$ cat config.mk
export PLATFORM = sky130hd
export DESIGN_NAME = serial_frame_receiver_flat
export DESIGN_NICKNAME = d
export VERILOG_FILES = /design/src/hdl/sfr_pkg.sv /design/src/hdl/sfr_rx_if.sv /design/src/hdl/sfr_result_if.sv /design/src/hdl/sfr_parser.sv /design/src/hdl/serial_frame_receiver.sv /design/src/flat_wrapper.sv
export SDC_FILE = /design/constraint.sdc
export NUM_CORES = 1
export LEC_CHECK = 0
export BUFFER_PORTS_ARGS = -buffer_cell sky130_fd_sc_hd__buf_2
export CAP_MARGIN = 40
export CORE_MARGIN = 4
export CORE_UTILIZATION = 63
export DETAILED_ROUTE_END_ITERATION = 10
export GPL_ROUTABILITY_DRIVEN = 1
export GPL_TIMING_DRIVEN = 0
export PLACE_DENSITY = 0.9
export SKIP_LAST_GASP = 1
export SLEW_MARGIN = 20
export SYNTH_ARGS = -nofsm -noshare
export SYNTH_HDL_FRONTEND = slang
export SYNTH_SLANG_ARGS = --single-unit
$ cat constraint.sdc
create_clock -name clk -period 10.4 [get_ports clk]
set_input_delay 0.52 -clock clk [delete_from_list [all_inputs] [get_ports clk]]
set_output_delay 0.52 -clock clk [all_outputs]
set_load 0.005 [all_outputs]
$ cat src/hdl/sfr_pkg.sv
// Package for the serial frame receiver: widths, codes, parse phases and the
// result record shared by the interfaces, the parser and the top level.
// No dependencies.
`timescale 1ns / 1ps
`default_nettype none

package sfr_pkg;

    localparam int BYTE_W       = 8;
    localparam int LENGTH_W     = 16;
    localparam int OFFSET_W     = 10;
    localparam int MAX_PAYLOAD  = 1016;
    // Payload byte counter only has to reach MAX_PAYLOAD
    localparam int COUNT_W      = $clog2(MAX_PAYLOAD + 1);

    // Configuration register map
    localparam int CFG_INDEX_W  = 1;
    localparam int CFG_DATA_W   = 8;
    localparam logic [CFG_INDEX_W-1:0] REG_SYNC_HIGH = CFG_INDEX_W'(0);
    localparam logic [CFG_INDEX_W-1:0] REG_SYNC_LOW  = CFG_INDEX_W'(1);

    typedef enum logic [1:0] {
        KIND_PAYLOAD = 2'd0,
        KIND_GOOD    = 2'd1,
        KIND_BADSUM  = 2'd2,
        KIND_TOOLONG = 2'd3
    } kind_t;

    typedef enum logic [3:0] {
        PH_HUNT_HIGH = 4'd0,
        PH_HUNT_LOW  = 4'd1,
        PH_COMMAND   = 4'd2,
        PH_LEN_HIGH  = 4'd3,
        PH_LEN_LOW   = 4'd4,
        PH_PAYLOAD   = 4'd5,
        PH_CHECKSUM  = 4'd6,
        PH_TRAILER_A = 4'd7,
        PH_TRAILER_B = 4'd8
    } phase_t;

    typedef struct packed {
        kind_t                kind;
        logic [BYTE_W-1:0]    command;
        logic [BYTE_W-1:0]    pbyte;
        logic [OFFSET_W-1:0]  offset;
        logic [LENGTH_W-1:0]  length;
        logic                 done;
    } result_t;

endpackage

`default_nettype wire

$ cat src/hdl/sfr_rx_if.sv
// Byte input channel of the serial frame receiver (valid/ready).
// Depends on sfr_pkg.
`timescale 1ns / 1ps
`default_nettype none

interface sfr_rx_if
    import sfr_pkg::*;
();
    logic              valid;
    logic              ready;
    logic [BYTE_W-1:0] rx_byte;

    modport source (output valid, output rx_byte, input ready);
    modport sink   (input valid, input rx_byte, output ready);
endinterface

`default_nettype wire

$ cat src/hdl/sfr_result_if.sv
// Result channel of the serial frame receiver (valid/ready).
// Depends on sfr_pkg.
`timescale 1ns / 1ps
`default_nettype none

interface sfr_result_if
    import sfr_pkg::*;
();
    logic                valid;
    logic                ready;
    logic [1:0]          result_kind;
    logic [BYTE_W-1:0]   frame_command;
    logic [BYTE_W-1:0]   payload_byte;
    logic [OFFSET_W-1:0] payload_offset;
    logic [LENGTH_W-1:0] frame_length;
    logic                frame_done;

    modport source (output valid, output result_kind, output frame_command,
                    output payload_byte, output payload_offset,
                    output frame_length, output frame_done, input ready);
    modport sink   (input valid, input result_kind, input frame_command,
                    input payload_byte, input payload_offset,
                    input frame_length, input frame_done, output ready);
endinterface

`default_nettype wire

$ cat src/hdl/sfr_parser.sv
// Frame parse state machine: phase, held header fields, byte count and sum.
// Advances one byte per step and flags the result that byte causes.
// Depends on sfr_pkg.
`timescale 1ns / 1ps
`default_nettype none

module sfr_parser
    import sfr_pkg::*;
(
    input  wire logic              clk,
    input  wire logic              rst_n,
    input  wire logic              step,
    input  wire logic [BYTE_W-1:0] rx_byte,
    input  wire logic [BYTE_W-1:0] sync_high,
    input  wire logic [BYTE_W-1:0] sync_low,
    output logic                   res_valid,
    output result_t                res
);

    phase_t               phase_reg,   phase_next;
    logic [BYTE_W-1:0]    command_reg, command_next;
    logic [LENGTH_W-1:0]  length_reg,  length_next;
    logic [COUNT_W-1:0]   count_reg,   count_next;
    logic [BYTE_W-1:0]    sum_reg,     sum_next;
    kind_t                status_reg,  status_next;

    logic [BYTE_W-1:0]    sum_add;
    logic [COUNT_W:0]     count_inc;

    assign sum_add   = sum_reg + rx_byte;
    assign count_inc = {1'b0, count_reg} + 1'b1;

    always_ff @(posedge clk or negedge rst_n)
    begin
        if (!rst_n)
        begin
            phase_reg   <= PH_HUNT_HIGH;
            command_reg <= '0;
            length_reg  <= '0;
            count_reg   <= '0;
            sum_reg     <= '0;
            status_reg  <= KIND_PAYLOAD;
        end
        else if (step)
        begin
            phase_reg   <= phase_next;
            command_reg <= command_next;
            length_reg  <= length_next;
            count_reg   <= count_next;
            sum_reg     <= sum_next;
            status_reg  <= status_next;
        end
    end

    always_comb
    begin
        phase_next   = phase_reg;
        command_next = command_reg;
        length_next  = length_reg;
        count_next   = count_reg;
        sum_next     = sum_reg;
        status_next  = status_reg;
        res_valid    = 1'b0;
        res.kind     = KIND_PAYLOAD;
        res.pbyte    = '0;
        res.offset   = '0;
        res.done     = 1'b0;

        case (phase_reg)
            PH_HUNT_LOW:
            begin
                if (rx_byte == sync_low)
                begin
                    sum_next   = sum_add;
                    phase_next = PH_COMMAND;
                end
                else if (rx_byte == sync_high)
                    sum_next = rx_byte;
                else
                    phase_next = PH_HUNT_HIGH;
            end
            PH_COMMAND:
            begin
                command_next = rx_byte;
                sum_next     = sum_add;
                phase_next   = PH_LEN_HIGH;
            end
            PH_LEN_HIGH:
            begin
                length_next = {rx_byte, {(LENGTH_W-BYTE_W){1'b0}}};
                sum_next    = sum_add;
                phase_next  = PH_LEN_LOW;
            end
            PH_LEN_LOW:
            begin
                length_next = {length_reg[LENGTH_W-1:BYTE_W], rx_byte};
                sum_next    = sum_add;
                count_next  = '0;
                if (length_next > LENGTH_W'(MAX_PAYLOAD))
                begin
                    status_next = KIND_TOOLONG;
                    phase_next  = PH_HUNT_HIGH;
                    res_valid   = 1'b1;
                    res.kind    = KIND_TOOLONG;
                    res.done    = 1'b1;
                end
                else if (length_next == '0)
                    phase_next = PH_CHECKSUM;
                else
                    phase_next = PH_PAYLOAD;
            end
            PH_PAYLOAD:
            begin
                res_valid  = 1'b1;
                res.kind   = KIND_PAYLOAD;
                res.pbyte  = rx_byte;
                res.offset = OFFSET_W'(count_reg);
                sum_next   = sum_add;
                count_next = count_inc[COUNT_W-1:0];
                if (LENGTH_W'(count_inc) >= length_reg)
                    phase_next = PH_CHECKSUM;
            end
            PH_CHECKSUM:
            begin
                status_next = (rx_byte == sum_reg) ? KIND_GOOD : KIND_BADSUM;
                phase_next  = PH_TRAILER_A;
            end
            PH_TRAILER_A:
                phase_next = PH_TRAILER_B;
            PH_TRAILER_B:
            begin
                phase_next = PH_HUNT_HIGH;
                res_valid  = 1'b1;
                res.kind   = status_reg;
                res.done   = 1'b1;
            end
            default:
            begin
                // Hunting, and any phase code with no meaning
                phase_next = PH_HUNT_HIGH;
                if (rx_byte == sync_high)
                begin
                    sum_next   = rx_byte;
                    phase_next = PH_HUNT_LOW;
                end
            end
        endcase

        // Header fields reported with the state this byte leaves behind
        res.command = command_next;
        res.length  = length_next;
    end

endmodule

`default_nettype wire

$ cat src/hdl/serial_frame_receiver.sv
// Serial frame receiver: hunts for two sync bytes, parses command, length,
// payload and checksum, and reports payload bytes and a frame status.
// A byte enters the input register on acceptance and any result it causes is
// loaded into the output register when the parser steps on it; a step waits
// while a result is held for a sink that is not ready. Throughput: one byte per clock otherwise.
// Reset (rst_n low, asynchronous): both pipeline stages empty, parser hunting,
// sync registers cleared to zero.
`timescale 1ns / 1ps
`default_nettype none

module serial_frame_receiver
    import sfr_pkg::*;
(
    input  wire logic                   clk,
    input  wire logic                   rst_n,
    input  wire logic                   wr_en,
    input  wire logic [CFG_INDEX_W-1:0] wr_index,
    input  wire logic [CFG_DATA_W-1:0]  wr_data,
    sfr_rx_if.sink                      rx,
    sfr_result_if.source                result
);

    // Configuration registers
    logic [BYTE_W-1:0] sync_high_reg;
    logic [BYTE_W-1:0] sync_low_reg;

    // Input stage: one received byte waiting for the parser
    logic              in_valid_reg;
    logic [BYTE_W-1:0] in_byte_reg;

    // Output stage: one result waiting for the sink
    logic              out_valid_reg;
    result_t           out_reg;

    logic              step;
    logic              res_valid;
    result_t           res;

    // Configuration writes; the user must issue these only while the block is idle (not enforced here).
    always_ff @(posedge clk or negedge rst_n)
    begin
        if (!rst_n)
        begin
            sync_high_reg <= '0;
            sync_low_reg  <= '0;
        end
        else if (wr_en)
        begin
            case (wr_index)
                REG_SYNC_HIGH: sync_high_reg <= wr_data[BYTE_W-1:0];
                REG_SYNC_LOW:  sync_low_reg  <= wr_data[BYTE_W-1:0];
                default:       ;
            endcase
        end
    end

    // Advance the parser when a byte is staged and the output slot is free
    // or drains this cycle. The input register refills in the same cycle.
    assign step     = in_valid_reg && (!out_valid_reg || result.ready);
    assign rx.ready = !in_valid_reg || step;

    always_ff @(posedge clk or negedge rst_n)
    begin
        if (!rst_n)
            in_valid_reg <= 1'b0;
        else if (rx.ready)
            in_valid_reg <= rx.valid;
    end

    // Payload register: capture on every accepted transaction
    always_ff @(posedge clk)
    begin
        if (rx.valid && rx.ready)
            in_byte_reg <= rx.rx_byte;
    end

    sfr_parser u_parser (
        .clk       (clk),
        .rst_n     (rst_n),
        .step      (step),
        .rx_byte   (in_byte_reg),
        .sync_high (sync_high_reg),
        .sync_low  (sync_low_reg),
        .res_valid (res_valid),
        .res       (res)
    );

    // Output register: load a new result, or drop the old one once taken.
    always_ff @(posedge clk or negedge rst_n)
    begin
        if (!rst_n)
            out_valid_reg <= 1'b0;
        else if (step)
            out_valid_reg <= res_valid;
        else if (result.ready)
            out_valid_reg <= 1'b0;
    end

    always_ff @(posedge clk)
    begin
        if (step && res_valid)
            out_reg <= res;
    end

    assign result.valid          = out_valid_reg;
    assign result.result_kind    = out_reg.kind;
    assign result.frame_command  = out_reg.command;
    assign result.payload_byte   = out_reg.pbyte;
    assign result.payload_offset = out_reg.offset;
    assign result.frame_length   = out_reg.length;
    assign result.frame_done     = out_reg.done;

endmodule

`default_nettype wire
$ cat src/flat_wrapper.sv
// flat-port wrapper written by rule: the top's interface ports become plain ports
module serial_frame_receiver_flat import sfr_pkg::*;
  (clk, rst_n, wr_en, wr_index, wr_data, rx_valid, rx_rx_byte, rx_ready, result_valid, result_result_kind, result_frame_command, result_payload_byte, result_payload_offset, result_frame_length, result_frame_done, result_ready);
  sfr_rx_if rx_i ();
  sfr_result_if result_i ();
  input  wire logic clk;
  input  wire logic rst_n;
  input  wire logic wr_en;
  input  wire logic [CFG_INDEX_W-1:0] wr_index;
  input  wire logic [CFG_DATA_W-1:0] wr_data;
  input wire logic [$bits(rx_i.valid)-1:0] rx_valid;
  input wire logic [$bits(rx_i.rx_byte)-1:0] rx_rx_byte;
  output wire logic [$bits(rx_i.ready)-1:0] rx_ready;
  output wire logic [$bits(result_i.valid)-1:0] result_valid;
  output wire logic [$bits(result_i.result_kind)-1:0] result_result_kind;
  output wire logic [$bits(result_i.frame_command)-1:0] result_frame_command;
  output wire logic [$bits(result_i.payload_byte)-1:0] result_payload_byte;
  output wire logic [$bits(result_i.payload_offset)-1:0] result_payload_offset;
  output wire logic [$bits(result_i.frame_length)-1:0] result_frame_length;
  output wire logic [$bits(result_i.frame_done)-1:0] result_frame_done;
  input wire logic [$bits(result_i.ready)-1:0] result_ready;
  assign rx_i.valid = rx_valid;
  assign rx_i.rx_byte = rx_rx_byte;
  assign rx_ready = rx_i.ready;
  assign result_valid = result_i.valid;
  assign result_result_kind = result_i.result_kind;
  assign result_frame_command = result_i.frame_command;
  assign result_payload_byte = result_i.payload_byte;
  assign result_payload_offset = result_i.payload_offset;
  assign result_frame_length = result_i.frame_length;
  assign result_frame_done = result_i.frame_done;
  assign result_i.ready = result_ready;
  serial_frame_receiver u_core (.clk(clk), .rst_n(rst_n), .wr_en(wr_en), .wr_index(wr_index), .wr_data(wr_data), .rx(rx_i), .result(result_i));
endmodule
## Word-level counts from Yosys, hierarchy flattened

Cells that the tools add are included.

| storage, ports and cells | value |
|---|---|
| input bits | 22 |
| register bits | 119 |
| output and inout port bits | 47 |
| word-level logic and storage cells | 80 |

| operators by class | value |
|---|---|
| reductions and logical operators | 20 |
| equality and inequality tests | 14 |
| $lt $le $gt $ge | 2 |
| mux-type cells | 23 |
| bitwise logic cells | 2 |
| $add $sub $neg | 2 |

Operators with widths:

| cell | number |
|---|---|
| $pmux 16 s2 | 1 |
| $pmux 4 s8 | 1 |
| $eq 8x8->1 | 3 |
| $mux 8 | 3 |
| $pmux 8 s3 | 1 |
| $pmux 10 s2 | 1 |
| $eq 4x3->1 const B | 4 |
| $ge 11x16->1 | 1 |
| $gt 16x10->1 const B | 1 |
| $logic_not 16->1 | 1 |
| $mux 4 | 3 |
| $add 10x1->11 const B | 1 |
| $add 8x8->8 | 1 |
| $eq 4x2->1 const B | 2 |
| $mux 2 | 4 |
| $pmux 2 s2 | 2 |
| $reduce_and 2->1 | 4 |
| $reduce_and 3->1 | 2 |
| $reduce_bool 2->1 | 3 |
| $eq 4x1->1 const B | 1 |
| $eq 4x4->1 const B | 1 |
| $mux 1 | 4 |
| $ne 2x2->1 const B | 2 |
| $pmux 1 s2 | 2 |
| 9 further kinds | 14 |

## Depth between registers and ports, before layout

Gate-level depths: netlist of run 1.

| depth | value |
|---|---|
| word-level depth | 5 |
| mapped depth | 12 |
| mapped depth without buffers | 12 |

## Cells and area by module

From an unflattened synthesis of run 1, not the netlist that was laid out.

| second synthesis, totals | value |
|---|---|
| cell total of the unflattened synthesis | 496 |
| area, all modules | 5911.9 um^2 |

By module, submodules not included:

| module | area each (um^2) | instances | cells an instance |
|---|---|---|---|
| sfr_parser | 3582.2 | 1 | 398 |
| serial_frame_receiver | 2329.7 | 1 | 98 |

## Least setup slack after synthesis of run 1

OpenSTA, ideal clock, no wires.

| timing path | value |
|---|---|
| path type | register to register |
| start point | reg u_core.u_parser.phase_reg[3] |
| end point | reg u_core.out_reg (netlist bit u_core.result.frame_command[0]) (enable) |
| arrival | 3.358 ns |
| buffers on the path | 1 |
| setup time | 0.447 ns |
| slack | 6.595 ns |
| data required time | 9.953 ns |
| stages on the path, launching flop included | 8 |
| period minus slack after synthesis | 3.805 ns |
| path through | dfrtp_1 nand2b_1 nor3_1 clkbuf_1 o31a_1 or2_2 nor2_1 nor2_1 |

| on the way | value |
|---|---|
| longest elaborated chain between the ends | 4 |
| elaborated cells between the ends (all ways) | 6 |
| those cells by class | eq/ne (3); mux (1); reduce/logical (2) |

RTL lines:

| element | RTL line | RTL |
|---|---|---|
| start, declared | sfr_parser.sv:20 | `phase_t phase_reg, phase_next;` |
| start signal, assigned | sfr_parser.sv:46 | `phase_reg <= phase_next;` |
| $eq 4x4->1 or $eq 4x3->1 (tied branches) | sfr_parser.sv:69 | `case (phase_reg)` |
| $reduce_or 2->1 (no line) | n/a |  |
| $pmux 1 s2 * | sfr_parser.sv:69 |  |
| $logic_and 1x1->1 * | serial_frame_receiver.sv:101 | `if (step && res_valid)` |
| end signal, assigned | serial_frame_receiver.sv:102 | `out_reg <= res;` |
| end, declared | serial_frame_receiver.sv:33 | `result_t out_reg;` |

Mark *: on every way between the ends. The rest lies on a longest branch, timed or not.
A chain may end at the register's enable or synchronous reset.

## Worst setup path in the final report of run 1

| timing path | value |
|---|---|
| start point | reg u_core.u_parser.count_reg[0] |
| end point | reg u_core.u_parser.phase_reg[1] |

| on the way | value |
|---|---|
| longest elaborated chain between the ends | 4 |

RTL lines:

| element | RTL line | RTL |
|---|---|---|
| start, declared | sfr_parser.sv:23 | `logic [COUNT_W-1:0] count_reg, count_next;` |
| start signal, assigned | sfr_parser.sv:49 | `count_reg <= count_next;` |
| $add 10x1->11 | sfr_parser.sv:31 | `assign count_inc = {1'b0, count_reg} + 1'b1;` |
| $ge 11x16->1 | sfr_parser.sv:120 | `if (LENGTH_W'(count_inc) >= length_reg)` |
| $ne 2x2->1 (no line) | n/a |  |
| $reduce_and 3->1 (no line) | n/a |  |

No other way between the ends.

==> results of run 1 <==
-- how the worst max path moves through the flow --
stage | start | end | slack [ns] | cells past startpoint
floorplan | u_core.u_parser.phase_reg[3] | u_core.result.frame_command[0] | 6.59 | 7
global placement | u_core.u_parser.phase_reg[3] | u_core.result.frame_length[5] | 5.68 | 7
detailed placement | u_core.u_parser.count_reg[0] | u_core.u_parser.phase_reg[3] | 7.27 | 12
CTS | u_core.u_parser.count_reg[0] | u_core.u_parser.phase_reg[1] | 7.18 | 12
global route | u_core.u_parser.count_reg[0] | u_core.u_parser.phase_reg[1] | 6.97 | 12
finish | u_core.u_parser.count_reg[0] | u_core.u_parser.phase_reg[1] | 7.07 | 12
-- stage by stage --
step,setup slack (ns),area (um^2)
finish,7.07,6890
CTS,7.18,6880
detailed placement,7.27,6260
global placement,5.68,6200
global route,6.97,6890
floorplan,6.59,5720
-- synthesized netlist by cell type, types with 2 or more instances --
library cell	instances	area [um^2]
nand2_1	69	259
dfrtp_1	66	1650
edfxtp_1	53	1590
mux2_2	34	383
nor2_1	24	90.1
o21ai_0	23	115
a22o_1	21	184
and2_1	20	125
ha_1	19	238
xnor2_1	17	149
inv_1	15	56.3
xor2_1	14	123
nor3_1	12	60.1
buf_2	11	55.1
nand3_1	11	55.1
a21o_1	10	75.1
a21oi_1	10	50.1
clkbuf_1	8	30.0
and3_1	5	31.3
nand4_1	5	31.3
nand2b_1	4	25.0
a31oi_1	3	18.8
buf_1	3	11.3
o21bai_1	3	22.5
a2bb2oi_1	2	17.5
nand3b_1	2	15.0
nor2b_1	2	12.5
nor3_2	2	20.0
nor3b_1	2	15.0
nor4_1	2	12.5
nor4_2	2	25.0
nor4b_1	2	17.5
o211ai_1	2	15.0
or2_2	2	12.5
-- layout make-up --
type,instances,area share [%]
timing repair buffer,72,5.89
tap,108,1.96
sequential,119,47.1
inverter,15,0.817
multi-input combinational,338,33.9
clock inverter,14,2.89
clock buffer,18,6.07
buffer,22,1.40
-- logic make-up after synthesis --
| logic type | after synthesis | synth area share [%] |
|---|---|---|
| AOI/OAI and AO/OA | 85 | 10.4 |
| xor gates and xnor gates | 31 | 4.74 |
| muxes | 34 | 6.69 |
| DFF | 119 | 56.7 |
| buffers and inverters | 37 | 2.67 |
| and+or+nand+nor | 168 | 14.4 |
| adders and majority gates | 20 | 4.50 |
-- power breakdown --
group / internal, mW / switching (mW) / total (mW)
combinational: 0.0810 / 0.105 / 0.186
clock: 0.392 / 0.217 / 0.609
sequential: 0.527 / 0.0271 / 0.554
total: 1.00 / 0.350 / 1.35
-- metal layers --
| layer | vias up | global-route usage [%] | wire length, um |
|---|---|---|---|
| met5 | - | 0 | 0 |
| met4 | 0 | 12.5 | 418 |
| met3 | 55 | 6.44 | 1210 |
| met2 | 268 | 44.9 | 6780 |
| met1 | 2095 | 34.7 | 5450 |
| li1 | 1956 | - | - |
-- repair_timing --
item	CTS	global route
endpoints found under the hold margin	34	0
resized for setup	0	0
hold buffers	1	0
==> results_dict.tcl, run 1 <==
set metrics [dict create \
    finalCritPeriodShare_pct 32.0 \
    p_per_area_nw_per_um2 196 \
    syn_inst 494 \
    slew_headroom_pct 51.0 \
    path_class "reg -> reg" \
    cts_buffer_depth 2 \
    final_cells 706 \
    hold_depth 1 \
    yosys_warnings 0 \
    seq_area_um2 3240 \
    critPathLaunchType "register" \
    hold_path.class "in -> reg" \
    setup-tns-final_ns 0 \
    setup_viol 0 \
    crit-reg2reg-capture "u_core.u_parser.phase_reg[1]" \
    ioPinCount 69 \
    overflow 0 \
    nFillCells 471 \
    clock-root-buffer "clkbuf_8" \
    status "finished clean" \
    grt_pass1_vias 4421 \
    synth_flop_cell "dfrtp_1" \
    die_y_um 103 \
    first_iter_violations 509 \
    layout_common_cells "78 x buf_2, 69 x nand2_1, 66 x dfrtp_1" \
    max_stage_delay_ns 0.54 \
    syn_area_per_cell_um2 11.6 \
    synth-seq-cells 119 \
    synth-async-reset-ratio_pct 55.5 \
    hold_slack_ns 0.169 \
    wl_per_cell_um 19.6 \
    grt_max_degree 36 \
    endpoint_kind "register" \
    worst_ep_arrival_time_ns 3.73 \
    synth_edf_count 53 \
    irDropWorstVdd_v 0.000134 \
    routed_wl_um 13900 \
    gp_congestion 0.984 \
    rsz0062_at_grt "no" \
    clk_latency_ns 0.52 \
    final_common_cell "buf_2" \
    insertedDiodeCount 0 \
    first_pass_iters 6 \
    core_um2 8760 \
    critPathSlowestCell "o21ai_0" \
    dpl.hpwl_um 8940 \
    p_leak_nw 3.18 \
    postCtsSetupRepairBufs 0 \
    cts_tree "built" \
    clock.fmax_mhz 300 \
    drive_gt1_share_pct 26.1 \
    cts-buffers-inserted 17 \
    finalPower_mw 1.35 \
    rows 34 \
    fin_util_pct 78.6 \
    hold_path_end "u_core.in_byte_reg[2]" \
    die_w_um 103 \
    period_needed_ns 3.33 \
    skew_ns 0.00591 \
    htreeDepth 4 \
    via_per_inst 6.20 \
    crit_fanout 7 \
    worst-path-buf-inv 0 \
    synth_nets 536 \
    ant_nets 0 \
    worstPathRequired_ns 10.80 \
    synth-seq-area-share_pct 56.7 \
    clock-sinks 119 \
    path_cells "ha_1, nand3_1, nor2_1, and3_1, xor2_1, ha_1, nand3_1, nor3_1, o31ai_1, a31oi_1, o21ai_0, mux2_2" \
    multi_input_area_um2 2330 \
    dpl.cell_count 672 \
    reg2reg_depth 12 \
    nets 627 \
    synth.distinct_cells 48 \
    max-cap-violations 0 \
    worstMarginPinSlew_ns 0.733 \
    syn_area_um2 5720 \
    drc 0 \
    crit_family "simple AND/OR/NAND/NOR gates" \
    min_from "rx_rx_byte[2]" \
    initial_utilization_pct 65.3 \
    regToRegStartpoint "u_core.u_parser.count_reg[0]" \
    die_area_um2 10700 \
    grt_pass1_wl_um 22000 \
    routed-via-count 4374 \
    place.port_buffers 68 \
    slew_viol_final 0 \
    ff2ff_setup_slack_ns 7.07 \
    antenna_found_initial 0 \
    clkTransAtPathRegs_ns 0.06 \
    hold_viol_final 0 \
    grt_use_total_pct 27.4 \
    area.growth.synth_to_final_pct 20.4 \
]
No activity file was read; power rests on OpenSTA's default activity.
==> run 2: changes to the inputs <==
--- a/config.mk
+++ b/config.mk
@@ -8,11 +8,11 @@
 export BUFFER_PORTS_ARGS = -buffer_cell sky130_fd_sc_hd__buf_2
 export CAP_MARGIN = 40
 export CORE_MARGIN = 4
-export CORE_UTILIZATION = 63
+export CORE_UTILIZATION = 53
 export DETAILED_ROUTE_END_ITERATION = 10
 export GPL_ROUTABILITY_DRIVEN = 1
 export GPL_TIMING_DRIVEN = 0
-export PLACE_DENSITY = 0.9
+export PLACE_DENSITY = 0.82
 export SKIP_LAST_GASP = 1
 export SLEW_MARGIN = 20
 export SYNTH_ARGS = -nofsm -noshare
==> constraint.sdc (replaced) <==
create_clock -name clk -period 2.8 [get_ports clk]
set_input_delay 0.14 -clock clk [delete_from_list [all_inputs] [get_ports clk]]
set_output_delay 0.14 -clock clk [all_outputs]
set_load 0.005 [all_outputs]
==> run 2 against run 1 <==
Compared with the run above:
- critical endpoint is now u_core.u_parser.phase_reg[0]
- total power increased to 3.6 times the previous value
- fmax up 23%
- cell area is 5.1% higher
- first-iteration DRC count fell by 27%
- die area rose by 17%
- register-to-register slack got worse by 7.0 ns
- largest cell class unchanged
- non-clock buffer count grew 22
- combinational power rose to 3.8 times the previous value
==> results_dict.tcl, run 2 (same netlist as run 1, synthesis figures left out) <==
set metrics [dict create \
    antenna_found_initial 0 \
    drive_gt1_share_pct 29.0 \
    crit-reg2reg-capture "u_core.u_parser.phase_reg[0]" \
    cts_tree "built" \
    hold_path.class "in -> reg" \
    netSwitchingPower_mw 1.26 \
    max-cap-violations 0 \
    seq_area_um2 3250 \
    highest_layer "met4" \
    gp_congestion 0.867 \
    hold_viol_final 0 \
    die_area_um2 12500 \
    nets 650 \
    regToRegStartpoint "u_core.u_parser.count_reg[1]" \
    met1_length_um 5510 \
    status "finished clean" \
    place.port_buffers 68 \
    slew_headroom_pct 42.1 \
    fin_ws_ns 0.0882 \
    worst_ep_arrival_time_ns 3.11 \
    dpl.cell_count 700 \
    period_needed_ns 2.71 \
    finalCritPeriodShare_pct 96.9 \
    cts-buffers-inserted 17 \
    nFillCells 695 \
    core_um2 10400 \
    rsz0062_at_grt "yes" \
    clock-root-buffer "clkbuf_8" \
    die_y_um 112 \
    reg2reg_depth 11 \
    hold_path_end "u_core.result.valid" \
    skew_ns 0.00981 \
    cts_buffer_depth 2 \
    grt_pass1_vias 4317 \
    worstPathRequired_ns 3.20 \
    htreeDepth 4 \
    irDropWorstVdd_v 0.000373 \
    hold_depth 3 \
    worstMarginPinSlew_ns 0.857 \
    setup-tns-final_ns 0 \
    routed_wl_um 13200 \
    critPathSlowestCell "dfrtp_1" \
    drc 0 \
    setup_viol 0 \
    first_pass_iters 6 \
    ant_nets 0 \
    p_leak_nw 3.26 \
    insertedDiodeCount 0 \
    routed-via-count 4276 \
    final_cells 757 \
    path_class "reg -> reg" \
    wl_per_cell_um 17.5 \
    sequentialPowerShare_pct 42.4 \
    final_common_cell "buf_2" \
    crit_fanout 5 \
    die_w_um 112 \
    via_per_inst 5.65 \
    initial_utilization_pct 54.9 \
    first_iter_violations 374 \
    p_comb_share_pct 14.7 \
    overflow 0 \
    min_from "result_ready" \
    clock.fmax_mhz 369 \
    max_stage_delay_ns 0.42 \
    clkTransAtPathRegs_ns 0.06 \
    slew_viol_final 0 \
    dpl.hpwl_um 8650 \
    clkPwrFrac_pct 42.9 \
    dpl-instance-area_um2 6290 \
    layout_common_cells "78 x buf_2, 69 x nand2_1, 64 x dfrtp_1" \
    met2_length_um 6550 \
    swShare_pct 25.9 \
    ff2ff_setup_slack_ns 0.09 \
    p_per_area_nw_per_um2 670 \
    p_int_mw 3.59 \
    endpoint_kind "register" \
    cp-startpoint "u_core.u_parser.count_reg[1]" \
    path_cells "ha_2, nand3_4, nor2_4, xor2_2, ha_1, a21oi_2, a21boi_0, o21bai_1, a31oi_1, o21ai_2, mux2_2" \
    fin_util_pct 69.5 \
    critPathLaunchType "register" \
    rows 37 \
    grt_use_total_pct 21.7 \
    area.growth.synth_to_final_pct 26.5 \
    clk_latency_ns 0.53 \
    grt_max_degree 37 \
    route.met3.wl_um 780 \
    final_cell_area_um2 7240 \
    grt_pass1_wl_um 21400 \
    ioPinCount 69 \
    post-place-ws_ns -0.264 \
    multi_input_area_um2 2460 \
    clock-sinks 119 \
]
[run 2: through the flow]
step | total power [mW] | hold slack (ns)
floorplan | 2.55 | -0.156
global route | 5.05 | 0.0317
finish | 4.85 | 0.0295
global placement | 2.69 | 0.316
detailed placement | 2.73 | 0.101
CTS | 4.84 | 0.00473
[run 2: cell type report]
| cell class | count | share of cell area, % |
|---|---|---|
| clock inverters | 11 | 1.73 |
| well taps | 136 | 2.35 |
| inverters | 15 | 0.778 |
| clock buffers | 21 | 6.20 |
| multi-input cells | 339 | 34.0 |
| repair buffers | 94 | 8.71 |
| flip-flops and latches | 119 | 44.8 |
| plain buffers | 22 | 1.35 |
[run 2: repair_timing]
item	4_1_cts	5_1_grt
setup endpoints to repair	49	38
endpoints found under the hold margin	91	0
pin swaps	2	11
setup buffers	0	5
cloned	1	0
gates resized for setup	7	22
hold buffers	19	0
[run 2: critical path: cells and delay by family, from the launching register on]
kind                     cells  cell delay, ns
AO/OA/AOI/OAI                5            0.85
XOR/XNOR                     1            0.18
adder cells (fa/ha/maj)      2            0.53
flip-flops                   1            0.42
multiplexers                 1            0.37
AND/OR/NAND/NOR              2            0.23
[run 2: worst max path at each step]
stage / endpoint / slack, ns / cells past startpoint
detailed placement: u_core.result.payload_offset[3] / -0.26 / 8
global route: u_core.u_parser.phase_reg[0] / -0.1 / 11
floorplan: u_core.u_parser.phase_reg[0] / 0.18 / 11
CTS: u_core.u_parser.phase_reg[0] / 0.05 / 12
finish: u_core.u_parser.phase_reg[0] / 0.09 / 11
global placement: u_core.result.frame_length[6] / -0.35 / 7
[run 2: routing by layer]
metal / vias up / GRT usage (%)
met5: - / 0
met4: 0 / 10.8
met3: 37 / 6.25
met2: 151 / 34.7
met1: 2081 / 27.1
li1: 2007 / -
[run 2: power by group through the flow]
| stage | logic [mW] | clock network [mW] | registers [mW] |
|---|---|---|---|
| after floorplan | 0.495 | 0 | 2.06 |
| after global placement | 0.620 | 0 | 2.07 |
| after detailed placement | 0.651 | 0 | 2.08 |
| after CTS | 0.688 | 2.10 | 2.05 |
| after global routing | 0.785 | 2.19 | 2.07 |
| final | 0.711 | 2.08 | 2.06 |
==> run 3: changes to the inputs <==
--- a/config.mk
+++ b/config.mk
@@ -5,14 +5,15 @@
 export SDC_FILE = /design/constraint.sdc
 export NUM_CORES = 1
 export LEC_CHECK = 0
-export BUFFER_PORTS_ARGS = -buffer_cell sky130_fd_sc_hd__buf_2
+export ABC_AREA = 1
+export BUFFER_PORTS_ARGS = -buffer_cell sky130_fd_sc_hd__clkbuf_2
 export CAP_MARGIN = 40
 export CORE_MARGIN = 4
 export CORE_UTILIZATION = 53
 export DETAILED_ROUTE_END_ITERATION = 10
 export GPL_ROUTABILITY_DRIVEN = 1
 export GPL_TIMING_DRIVEN = 0
-export PLACE_DENSITY = 0.82
+export PLACE_DENSITY = 0.81
 export SKIP_LAST_GASP = 1
 export SLEW_MARGIN = 20
 export SYNTH_ARGS = -nofsm -noshare
==> run 3 against run 2 <==
Compared with the run above:
- sequential share of layout area down 0.48 points
- core utilization down 2.6 points
- global-route usage up 1.9 points
- first-iteration DRC count up 19%
- critical endpoint is now u_core.u_parser.phase_reg[2]
==> results_dict.tcl, run 3 <==
set metrics [dict create \
    status "finished clean" \
    period_needed_ns 2.52 \
    drc 0 \
    die_area_um2 13100 \
    ioPinCount 69 \
    overflow 0 \
    area.growth.synth_to_final_pct 22.1 \
    cp-startpoint "u_core.u_parser.count_reg[0]" \
    swShare_pct 26.2 \
    setup_viol 0 \
    synth-xor-area-share_pct 2.34 \
    routed-via-count 5070 \
    setup-tns-final_ns 0 \
    skew_ns 0.00952 \
    yosysTopAreaCell "dfrtp_1" \
    via_per_inst 5.29 \
    netSwitchingPower_mw 1.30 \
    grt_pass1_wl_um 24000 \
    fin_util_pct 66.9 \
    drive_gt1_share_pct 16.8 \
    cts_buffer_depth 2 \
    grt_use_total_pct 23.6 \
    reg2reg_depth 19 \
    fin_ws_ns 0.279 \
    final_cells 959 \
    synth_edf_count 53 \
    synth_mux_area_share_pct 0 \
    nFillCells 866 \
    wl_per_cell_um 15.1 \
    antenna_found_initial 0 \
    syn_area_per_cell_um2 8.56 \
    yosysTopAreaCellShare_pct 27.6 \
    synthAdderAreaFrac_pct 4.30 \
    gp_congestion 0.903 \
    worstMarginPinSlew_ns 0.755 \
    regToRegStartpoint "u_core.u_parser.count_reg[0]" \
    yosys_warnings 0 \
    max-cap-violations 0 \
    endpoint "u_core.u_parser.phase_reg[2]" \
    clkTransAtPathRegs_ns 0.06 \
    synthSimpleGateAreaFrac_pct 21.9 \
    synth_commonest_cells "220 x nand2_1, 99 x inv_1, 70 x o21ai_0" \
    grt_pass1_vias 5088 \
    synth_flop_cell "dfrtp_1" \
    synth-async-reset-ratio_pct 55.5 \
    dpl.cell_count 910 \
    critPathLaunchType "register" \
    rsz0062_at_grt "no" \
    die_y_um 114 \
    worstPathRequired_ns 3.16 \
    insertedDiodeCount 0 \
    routed_wl_um 14400 \
    finalPower_mw 4.95 \
    synth_most_common_cell "nand2_1" \
    synth_area_leaders "dfrtp_1 28%, edfxtp_1 27%, nand2_1 14%" \
    grt_max_degree 40 \
    hold_viol_final 0 \
    ff2ff_setup_slack_ns 0.28 \
    clkPwrFrac_pct 43.9 \
    synth_top_family_by_area "simple AND/OR/NAND/NOR gates" \
    endpoint_kind "register" \
    p_per_area_nw_per_um2 677 \
    synth_nets 742 \
    first_iter_violations 446 \
    die_w_um 114 \
    syn_inst 700 \
    dpl.hpwl_um 10100 \
    first_pass_iters 7 \
    crit-reg2reg-capture "u_core.u_parser.phase_reg[2]" \
    final_common_cell "nand2_1" \
    worst_ep_arrival_time_ns 2.89 \
    cts-buffers-inserted 17 \
    p_comb_share_pct 14.6 \
    hold_path.class "in -> reg" \
    ant_nets 0 \
    clock.fmax_mhz 397 \
    synth_compound_area_share_pct 8.94 \
    clock-root-buffer "clkbuf_16" \
    slew_headroom_pct 49.5 \
    nets 848 \
    rows 38 \
    initial_utilization_pct 54.8 \
    clk_latency_ns 0.42 \
    synth-seq-area-share_pct 54.1 \
    post-place-ws_ns 0.280 \
    core_um2 10900 \
    path_class "reg -> reg" \
    layout_common_cells "220 x nand2_1, 98 x inv_1, 70 x o21ai_0" \
    synth-seq-cells 119 \
    sequentialPowerShare_pct 41.5 \
    p_int_mw 3.65 \
    postCtsSetupRepairBufs 0 \
    p_leak_nw 3.68 \
    place.port_buffers 68 \
    slew_viol_final 0 \
    htreeDepth 4 \
    finalCritPeriodShare_pct 90.1 \
    crit_fanout 6 \
    clock-sinks 119 \
    cts_tree "built" \
    syn_area_um2 5990 \
    synth.distinct_cells 36 \
    irDropWorstVdd_v 0.000428 \
]
==> run 3: area by class of cell <==
class                   count  area (um^2)  area share [%]
inverters                 109          414            5.66
clock buffers              24          502            6.86
plain buffers              16         85.1            1.16
multi-input cells         456         2250            30.7
well taps                 140          175            2.39
repair buffers             87          553            7.56
clock inverters             8         95.1            1.30
flip-flops and latches    119         3240            44.3
==> run 3: cell families (layout without fill, tap and decap cells) <==
group | count (synthesis) | in the layout
AO/OA/AOI/OAI | 100 | 100
XOR/XNOR | 16 | 16
adder cells (fa/ha/maj) | 20 | 20
buffers and inverters | 125 | 244
flip-flops | 119 | 119
AND/OR/NAND/NOR | 320 | 320
==> run 3: stage by stage <==
| stage | instance area, um^2 | hold slack [ns] |
|---|---|---|
| 2_1_floorplan | 5990 | -0.156 |
| 3_3_place_gp | 6500 | 0.317 |
| 3_5_place_dp | 6550 | 0.128 |
| 4_1_cts | 7310 | 0.000386 |
| 5_1_grt | 7320 | 0.0167 |
| 6_report | 7320 | 0.0123 |
==> run 3: critical path, cell delays in order (launching register included) <==
cell     delay, ns
dfrtp_2       0.42
ha_1          0.20
nand2_1       0.06
nor2_1        0.17
nand3_1       0.12
nor2_1        0.14
inv_1         0.07
nand2_1       0.08
inv_1         0.05
ha_1          0.26
nand2_1       0.07
nor2_1        0.16
a21oi_1       0.08
nand2_1       0.08
nand2_1       0.05
nand2_1       0.07
inv_1         0.05
nor2_2        0.18
nand2_1       0.08
nand2_1       0.07
==> run 3: what timing repair did <==
action,in CTS,in global routing
hold buffers,17,0
setup endpoints to repair,0,4
gates resized for setup,0,1
hold endpoints to repair,48,0
==> run 3: how the worst min path moves through the flow <==
stage                       start  cells past startpoint  slack [ns]                             end
floorplan                   rst_n                      0       -0.16             u_core.in_valid_reg
global placement    rx_rx_byte[7]                      1        0.32           u_core.in_byte_reg[7]
detailed placement          rst_n                      1        0.13  u_core.u_parser.command_reg[5]
CTS                    wr_data[7]                      3      0.0004          u_core.sync_low_reg[7]
global route           wr_data[6]                      3        0.02          u_core.sync_low_reg[6]
finish                 wr_data[6]                      3        0.01         u_core.sync_high_reg[6]
==> run 3: per-layer routing <==
metal | vias to the layer above | global-route usage, % | share of wire [%]
li1 | 2452 | - | -
met1 | 2373 | 27.7 | 39
met2 | 204 | 40.4 | 51
met3 | 41 | 6.61 | 7.2
met4 | 0 | 10.2 | 3.1
met5 | - | 0 | 0
==> run 3: power groups by stage <==
stage	clock [mW]	combinational, mW	sequential [mW]
2_1_floorplan	0	0.510	2.06
6_report	2.17	0.723	2.06
3_3_place_gp	0	0.641	2.08
5_1_grt	2.28	0.828	2.07
4_1_cts	2.19	0.715	2.05
3_5_place_dp	0	0.686	2.08
